### config.mk
export PLATFORM = sky130hd
export DESIGN_NAME = circular_deque_positional_access
export DESIGN_NICKNAME = d
export VERILOG_FILES = /design/src/hw/rtl/cdpa_pkg.sv /design/src/hw/rtl/circular_deque_positional_access.sv
export SDC_FILE = /design/constraint.sdc
export NUM_CORES = 2
export LEC_CHECK = 0
export ABC_AREA = 1
export BUFFER_PORTS_ARGS = -buffer_cell sky130_fd_sc_hd__buf_2
export CORE_MARGIN = 2
export CORE_UTILIZATION = 23
export CTS_BUF_LIST = sky130_fd_sc_hd__clkbuf_8
export DETAILED_ROUTE_END_ITERATION = 10
export PLACE_DENSITY = 0.48
export RECOVER_POWER = 100
export SETUP_SLACK_MARGIN = 0.02
export SLEW_MARGIN = 20
export SYNTH_ARGS = -nofsm -noshare
export SYNTH_HDL_FRONTEND = slang
export SYNTH_SLANG_ARGS = --single-unit
### constraint.sdc
create_clock -name i_clk -period 5.4 [get_ports i_clk]
set_clock_uncertainty 0.2 [all_clocks]
set_input_delay 0.27 -clock i_clk [delete_from_list [all_inputs] [get_ports i_clk]]
set_output_delay 0.27 -clock i_clk [all_outputs]
set_load 0.1 [all_outputs]
### src/hw/rtl/cdpa_pkg.sv
`timescale 1ns / 1ps
// Shared constants, command and status codes for the circular deque.
// No dependencies.
package cdpa_pkg;

    localparam int CAPACITY = 32;
    localparam int ADDR_W   = (CAPACITY > 1) ? $clog2(CAPACITY) : 1;
    localparam int CNT_W    = $clog2(CAPACITY + 1);
    localparam int SUM_W    = CNT_W + 1;
    localparam int POS_W    = 6;
    localparam int CMP_W    = (CNT_W > POS_W) ? CNT_W : POS_W;
    localparam int DATA_W   = 32;
    localparam int OCC_W    = 6;
    localparam int CMD_W    = 3;
    localparam int STAT_W   = 2;
    localparam int S_TDATA_W = ((POS_W + DATA_W + 7) / 8) * 8;
    localparam int M_TDATA_W = ((DATA_W + OCC_W + 7) / 8) * 8;

    typedef enum logic [CMD_W-1:0] {
        CMD_PUSH_FRONT = 3'd0,
        CMD_PUSH_BACK  = 3'd1,
        CMD_COUNT      = 3'd2,
        CMD_READ       = 3'd3,
        CMD_WRITE      = 3'd4,
        CMD_REMOVE     = 3'd5,
        CMD_DUMP       = 3'd6
    } t_cmd;

    typedef enum logic [STAT_W-1:0] {
        ST_OK    = 2'd0,
        ST_FULL  = 2'd1,
        ST_RANGE = 2'd2
    } t_status;

endpackage

### src/hw/rtl/circular_deque_positional_access.sv
`timescale 1ns / 1ps
// Circular deque with positional access: ring store, sequencer and output register.
// Depends on cdpa_pkg.
//
// One transaction is taken at a time. Push, count, write and rejected commands
// load their result into the output register by way of the S_EXEC and S_RESP
// states; a read passes through S_RDWAIT between them. Remove of position p in
// a store of n elements walks the later elements through the ring memory, which
// has one read and one write port, at one element per cycle, then goes on to
// S_RESP. Dump reads its first element in S_EXEC and then loads one element per
// cycle from S_DUMP into the output register while the output is not stalled.
// The next transaction is accepted once the previous one has placed its last
// result in the output register. The ring memory has no reset; only entries
// inside the occupied range are ever used, though a dump of an empty store reads the head slot.
module circular_deque_positional_access (
    input  logic                            i_clk,
    input  logic                            i_rst_n,
    input  logic                            s_axis_tvalid,
    output logic                            s_axis_tready,
    // [5:0] position, [37:6] value, upper bits unused
    input  logic [cdpa_pkg::S_TDATA_W-1:0]  s_axis_tdata,
    // [2:0] command
    input  logic [cdpa_pkg::CMD_W-1:0]      s_axis_tuser,
    output logic                            m_axis_tvalid,
    input  logic                            m_axis_tready,
    // [31:0] data_out, [37:32] occupancy, upper bits zero
    output logic [cdpa_pkg::M_TDATA_W-1:0]  m_axis_tdata,
    // [1:0] status
    output logic [cdpa_pkg::STAT_W-1:0]     m_axis_tuser,
    output logic                            m_axis_tlast
);

    typedef enum logic [2:0] {
        S_IDLE,
        S_EXEC,
        S_RDWAIT,
        S_REMOVE,
        S_DUMP,
        S_RESP
    } t_state;

    t_state                               r_state;
    logic [cdpa_pkg::CMD_W-1:0]           r_cmd;
    logic [cdpa_pkg::POS_W-1:0]           r_pos;
    logic [cdpa_pkg::DATA_W-1:0]          r_val;
    logic [cdpa_pkg::ADDR_W-1:0]          r_head;
    logic [cdpa_pkg::CNT_W-1:0]           r_count;
    logic [cdpa_pkg::CNT_W-1:0]           r_ridx;
    logic [cdpa_pkg::CNT_W-1:0]           r_widx;
    logic                                 r_wr_pend;
    cdpa_pkg::t_status                    r_res_status;
    logic [cdpa_pkg::DATA_W-1:0]          r_res_data;

    logic                                 r_m_valid;
    logic [cdpa_pkg::DATA_W-1:0]          r_m_data;
    logic [cdpa_pkg::OCC_W-1:0]           r_m_occ;
    cdpa_pkg::t_status                    r_m_status;
    logic                                 r_m_last;

    logic [cdpa_pkg::DATA_W-1:0]          mem [cdpa_pkg::CAPACITY];
    logic [cdpa_pkg::DATA_W-1:0]          r_rd_data;

    logic                                 mem_we;
    logic [cdpa_pkg::ADDR_W-1:0]          mem_waddr;
    logic [cdpa_pkg::DATA_W-1:0]          mem_wdata;
    logic                                 mem_re;
    logic [cdpa_pkg::ADDR_W-1:0]          mem_raddr;

    logic                                 out_free;
    logic                                 out_load;
    logic                                 full;
    logic                                 pos_ok;
    logic [cdpa_pkg::CNT_W-1:0]           pos_off;
    logic [cdpa_pkg::ADDR_W-1:0]          head_dec;
    logic [cdpa_pkg::CNT_W-1:0]           ridx_inc;
    logic                                 dump_last;

    function automatic logic [cdpa_pkg::ADDR_W-1:0] slot(
        input logic [cdpa_pkg::ADDR_W-1:0] head,
        input logic [cdpa_pkg::CNT_W-1:0]  off
    );
        logic [cdpa_pkg::SUM_W-1:0] s;
        s = cdpa_pkg::SUM_W'(head) + cdpa_pkg::SUM_W'(off);
        if (s >= cdpa_pkg::SUM_W'(cdpa_pkg::CAPACITY)) begin
            s = s - cdpa_pkg::SUM_W'(cdpa_pkg::CAPACITY);
        end
        return s[cdpa_pkg::ADDR_W-1:0];
    endfunction

    assign out_free  = !r_m_valid || m_axis_tready;
    assign out_load  = out_free && ((r_state == S_DUMP) || (r_state == S_RESP));
    assign full      = (r_count == cdpa_pkg::CNT_W'(cdpa_pkg::CAPACITY));
    assign pos_ok    = (r_pos != '0) &&
                       (cdpa_pkg::CMP_W'(r_pos) <= cdpa_pkg::CMP_W'(r_count));
    assign pos_off   = cdpa_pkg::CNT_W'(r_pos) - cdpa_pkg::CNT_W'(1);
    assign head_dec  = (r_head == '0) ? cdpa_pkg::ADDR_W'(cdpa_pkg::CAPACITY - 1)
                                      : r_head - cdpa_pkg::ADDR_W'(1);
    assign ridx_inc  = r_ridx + cdpa_pkg::CNT_W'(1);
    assign dump_last = (ridx_inc == r_count);

    // memory port control
    always_comb begin
        mem_we    = 1'b0;
        mem_waddr = slot(r_head, r_count);
        mem_wdata = r_val;
        mem_re    = 1'b0;
        mem_raddr = slot(r_head, r_ridx);
        case (r_state)
            S_EXEC: begin
                case (r_cmd)
                    cdpa_pkg::CMD_PUSH_FRONT: begin
                        mem_we    = !full;
                        mem_waddr = head_dec;
                    end
                    cdpa_pkg::CMD_PUSH_BACK: begin
                        mem_we    = !full;
                    end
                    cdpa_pkg::CMD_READ: begin
                        mem_re    = pos_ok;
                        mem_raddr = slot(r_head, pos_off);
                    end
                    cdpa_pkg::CMD_WRITE: begin
                        mem_we    = pos_ok;
                        mem_waddr = slot(r_head, pos_off);
                    end
                    cdpa_pkg::CMD_DUMP: begin
                        mem_re    = 1'b1;
                        mem_raddr = r_head;
                    end
                    default: begin
                    end
                endcase
            end
            S_REMOVE: begin
                mem_we    = r_wr_pend;
                mem_waddr = slot(r_head, r_widx);
                mem_wdata = r_rd_data;
                mem_re    = (r_ridx < r_count);
            end
            S_DUMP: begin
                mem_re    = out_free && !dump_last;
                mem_raddr = slot(r_head, ridx_inc);
            end
            default: begin
            end
        endcase
    end

    always_ff @(posedge i_clk) begin
        if (mem_we) begin
            mem[mem_waddr] <= mem_wdata;
        end
    end

    always_ff @(posedge i_clk) begin
        if (mem_re) begin
            r_rd_data <= mem[mem_raddr];
        end
    end

    always_ff @(posedge i_clk) begin
        if (!i_rst_n) begin
            r_state   <= S_IDLE;
            r_head    <= '0;
            r_count   <= '0;
            r_wr_pend <= 1'b0;
            r_m_valid <= 1'b0;
        end else begin
            if (out_load) begin
                r_m_valid <= 1'b1;
            end else if (m_axis_tready) begin
                r_m_valid <= 1'b0;
            end
            case (r_state)
                S_IDLE: begin
                    if (s_axis_tvalid) begin
                        r_cmd   <= s_axis_tuser;
                        r_pos   <= s_axis_tdata[cdpa_pkg::POS_W-1:0];
                        r_val   <= s_axis_tdata[cdpa_pkg::POS_W +: cdpa_pkg::DATA_W];
                        r_state <= S_EXEC;
                    end
                end
                S_EXEC: begin
                    r_res_data <= '0;
                    case (r_cmd)
                        cdpa_pkg::CMD_PUSH_FRONT: begin
                            r_state <= S_RESP;
                            if (full) begin
                                r_res_status <= cdpa_pkg::ST_FULL;
                            end else begin
                                r_res_status <= cdpa_pkg::ST_OK;
                                r_head       <= head_dec;
                                r_count      <= r_count + cdpa_pkg::CNT_W'(1);
                            end
                        end
                        cdpa_pkg::CMD_PUSH_BACK: begin
                            r_state <= S_RESP;
                            if (full) begin
                                r_res_status <= cdpa_pkg::ST_FULL;
                            end else begin
                                r_res_status <= cdpa_pkg::ST_OK;
                                r_count      <= r_count + cdpa_pkg::CNT_W'(1);
                            end
                        end
                        cdpa_pkg::CMD_READ: begin
                            if (pos_ok) begin
                                r_res_status <= cdpa_pkg::ST_OK;
                                r_state      <= S_RDWAIT;
                            end else begin
                                r_res_status <= cdpa_pkg::ST_RANGE;
                                r_state      <= S_RESP;
                            end
                        end
                        cdpa_pkg::CMD_WRITE: begin
                            r_state <= S_RESP;
                            if (pos_ok) begin
                                r_res_status <= cdpa_pkg::ST_OK;
                            end else begin
                                r_res_status <= cdpa_pkg::ST_RANGE;
                            end
                        end
                        cdpa_pkg::CMD_REMOVE: begin
                            if (pos_ok) begin
                                r_res_status <= cdpa_pkg::ST_OK;
                                r_ridx       <= cdpa_pkg::CNT_W'(r_pos);
                                r_wr_pend    <= 1'b0;
                                r_state      <= S_REMOVE;
                            end else begin
                                r_res_status <= cdpa_pkg::ST_RANGE;
                                r_state      <= S_RESP;
                            end
                        end
                        cdpa_pkg::CMD_DUMP: begin
                            if (r_count == '0) begin
                                r_res_status <= cdpa_pkg::ST_RANGE;
                                r_state      <= S_RESP;
                            end else begin
                                r_res_status <= cdpa_pkg::ST_OK;
                                r_ridx       <= '0;
                                r_state      <= S_DUMP;
                            end
                        end
                        default: begin
                            r_res_status <= cdpa_pkg::ST_OK;
                            r_state      <= S_RESP;
                        end
                    endcase
                end
                S_RDWAIT: begin
                    r_res_data <= r_rd_data;
                    r_state    <= S_RESP;
                end
                S_REMOVE: begin
                    // read offset i+1 while writing the previous read, from offset i, into offset i-1
                    if (r_ridx < r_count) begin
                        r_widx    <= r_ridx - cdpa_pkg::CNT_W'(1);
                        r_ridx    <= ridx_inc;
                        r_wr_pend <= 1'b1;
                    end else begin
                        r_wr_pend <= 1'b0;
                        if (!r_wr_pend) begin
                            r_count <= r_count - cdpa_pkg::CNT_W'(1);
                            r_state <= S_RESP;
                        end
                    end
                end
                S_DUMP: begin
                    if (out_free) begin
                        r_m_status <= cdpa_pkg::ST_OK;
                        r_m_data   <= r_rd_data;
                        r_m_occ    <= cdpa_pkg::OCC_W'(r_count);
                        r_m_last   <= dump_last;
                        if (dump_last) begin
                            r_state <= S_IDLE;
                        end else begin
                            r_ridx  <= ridx_inc;
                        end
                    end
                end
                S_RESP: begin
                    if (out_free) begin
                        r_m_status <= r_res_status;
                        r_m_data   <= r_res_data;
                        r_m_occ    <= cdpa_pkg::OCC_W'(r_count);
                        r_m_last   <= 1'b1;
                        r_state    <= S_IDLE;
                    end
                end
                default: begin
                    r_state <= S_IDLE;
                end
            endcase
        end
    end

    assign s_axis_tready = (r_state == S_IDLE);
    assign m_axis_tvalid = r_m_valid;
    assign m_axis_tdata  = cdpa_pkg::M_TDATA_W'({r_m_occ, r_m_data});
    assign m_axis_tuser  = r_m_status;
    assign m_axis_tlast  = r_m_last;

endmodule

==> reports/qor.yml <==
clocking:
  cts_tree: "built"
  clock_latency_ns: 0.91
  h-tree-depth: 4
  cts_buffer_depth: 3
  cts_buffers: 204
  cts.clk_slew.worst_paths_ns: 0.06
  cts_sinks: 1199
  cts_resized: 0
  root_buffer: "clkbuf_8"
yosys:
  synth_commonest_cells: "nand2_1 (1308), edfxtp_1 (1183), nand3_1 (964), inv_1 (394), buf_2 (230)"
  synth_edf_count: 1183
  synth-compound-area-share: 0.0167
  synthCells: 4808
  ys.warnings.count: 0
  synth_top_family_by_area: "simple AND/OR/NAND/NOR gates"
  yosysMostFrequentCell: "nand2_1"
  yosys.area.top_type_share: 0.672
  synthSimpleGateAreaFrac: 0.231
  synth_mux_area_frac: 0
  synthTopCellsByArea: "edfxtp_1 (67%), nand2_1 (9.3%), nand3_1 (9.1%), nand3b_1 (3.2%), inv_1 (2.8%)"
  ys_ff_latch: 1199
  synth_largest_area_cell: "edfxtp_1"
  synth_cell_types: 41
  synth.cell_area_sq_mm: 0.0529
  async_reset_ff_frac: 0
  synthAdderAreaFrac: 0.0120
  avgSynthCellArea_sq_um: 11.0
  yosysSeqAreaShare: 0.678
  synth_ff_type: "edfxtp_1"
  yosys.area_share.xor_xnor: 0.00481
setup_path:
  r2r-start: "r_state[0]"
  cp-start-kind: "flop"
  cp.required_ns: 5.66
  crit_path_max_fanout: 14
  worstPathArrival_ns: 5.19
  path_cells: "inv_1 > nor2_1 > nand2_1 > inv_1 > o21ai_0 > o21ai_0 > o21ai_0 > inv_1 > nand2_1 > nor2_4 > clkbuf_1"
  slowest_delay_ns: 1.16
  crit_start: "r_state[0]"
  critPathBufInv: 4
  path_depth: 11
  end_kind: "flop"
  rrSetupSlack_ns: 0.48
  cp_slowest_cell: "clkbuf_1"
  setup.worst_path.class: "flop to flop"
  cpLargestDelayFamily: "buffers and inverters"
  ff2ff_path_depth: 11
timing:
  setup_violations: 0
  grt_setup_unrepaired: "no"
  fin_tns_setup_ns: 0
  relSlewSlack: -0.626
  fmaxAchievable_mhz: 203
  tightest_slew_ns: 2.44
  slew_violations: 227
  post-route-min-period_ns: 4.92
  finalCritPeriodShare: 0.912
  hold_viol_final: 0
worst_hold_path:
  hp-start: "i_rst_n"
  min_path_cells: 4
  hold_path_class: "primary input to flop"
floorplanning:
  rows: 175
  core-area_sq_mm: 0.228
  die_w_um: 483
  die_h_um: 483
  ios: 92
  dieArea_sq_mm: 0.234
  initial_core_util: 0.232
drt:
  wl_per_cell_um: 19.9
  vias: 36100
  drt_iter0_markers: 2955
  drc_errors: 0
  via_per_inst: 4.42
  totalWireLength_um: 162000
  firstDrtPassIters: 7
  postRouteAntennaNets: 0
global_route:
  grt_pass1_wl_um: 239000
  antenna_found_initial: 6
  grt_start_max_net_pins: 201
  grt_usage: 0.135
  grt_pass1_vias: 35200
  gr-total-overflow: 0
outcome:
  violations: "capacitance limit, slew limit"
  outcome: "finished with violations"
finish:
  fillers: 23800
  area_growth_pct: 16.5
  nNetsFinal: 5102
  fin_util: 0.270
  layout-drive-gt1-share: 0.0845
placed_design:
  gp_congestion: 0.818
  io_buffers: 87
  dp_hpwl_um: 86300
pwr:
  power_density_mw_per_mm2: 577
  ir_worst_vdd_mv: 0.841
  p_leak_nw: 23.4
run:
  cap_violations: 8
==> report_power, final <==
part	switching [W]	internal, W	total [W]	leakage [nW]
combinational	0.0122	0.00455	0.0167	10.5
sequential	0.000244	0.0112	0.0114	10.8
clock	0.00371	0.00371	0.00743	2.09
total	0.0161	0.0194	0.0355	23.4
==> worst register-to-register path: stages, from the launching register on <==
cell and delay [ns]:
dfxtp_1 0.38, inv_1 0.10, nor2_1 0.20, nand2_1 0.36, inv_1 0.58, o21ai_0 0.19
o21ai_0 0.18, o21ai_0 0.41, inv_1 0.27, nand2_1 0.27, nor2_4 0.18, clkbuf_1 1.16
==> metal layers <==
metal,part of all wire,vias to the layer above,track usage
li1,-,17000,-
met3,0.051,250,0.0221
met2,0.48,1031,0.227
met4,0.027,0,0.0452
met1,0.44,17900,0.177
met5,0,-,0
==> worst paths after layout <==
check | end
max | mem[13][26]
max reg2reg | mem[13][26]
min | r_count[5]
min reg2reg | r_m_occ[5]
==> placed cells by master, fill, tap and decap left out, types with 25 or more instances in the layout <==
master / count
ha_1: 41
nor2_1: 126
clkbuf_1: 63
buf_12: 42
buf_2: 40
dlygate4sd3_1: 89
nand3_1: 963
edfxtp_1: 1183
o21ai_0: 44
buf_4: 25
inv_1: 464
clkinv_1: 48
nand2_1: 1309
a21oi_1: 66
clkbuf_8: 206
nand3b_1: 225
==> sequential cells by signal, summed over array words and instances, names as in the netlist, 6 cells and up <==
name	cells
r_res_data	32
r_rd_data	32
r_val	32
r_m_data	32
mem	1024
r_m_occ	6
r_pos	6
r_count	6
r_ridx	6
==> through the flow <==
| stage | hold WS (ns) | cells | setup WS, ns | area (sq um) | power (W) |
|---|---|---|---|---|---|
| after detailed placement | 0.248 | 7721 | 1.13 | 57500 | 0.0284 |
| final | 0.145 | 8171 | 0.477 | 61600 | 0.0355 |
| after global routing | 0.123 | 8170 | 0.376 | 61600 | 0.0378 |
| after global placement | 0.249 | 7721 | 1.05 | 57500 | 0.0284 |
| after CTS | 0.0495 | 8165 | 1.07 | 62000 | 0.0359 |
| after floorplan | 0.169 | 4809 | 1.25 | 52900 | 0.0226 |
==> layout make-up <==
cell class / count / area, sq um / share of cell area
clock buffer: 206 / 2840 / 0.0461
inverter: 400 / 1520 / 0.0247
sequential: 1199 / 35800 / 0.582
clock inverter: 149 / 753 / 0.0122
antenna: 5 / 12.5 / 0.000203
timing repair buffer: 290 / 2550 / 0.0414
multi-input combinational: 2913 / 14300 / 0.232
tap: 3009 / 3760 / 0.0612
==> repair_timing <==
item,in CTS,in global routing
hold endpoints to repair,101,0
hold buffers,89,0
setup buffers,0,0
==> logic make-up (layout without fill, tap and decap cells) <==
kind of cell / Yosys count / after routing
AND/OR/NAND/NOR: 2675 / 2675
adder cells (fa/ha/maj): 47 / 47
AO/OA/AOI/OAI: 160 / 160
flip-flops: 1199 / 1199
other: 1 / 7
XOR/XNOR: 29 / 29
buffers and inverters: 697 / 1045
(Power assumes the default switching activity.)
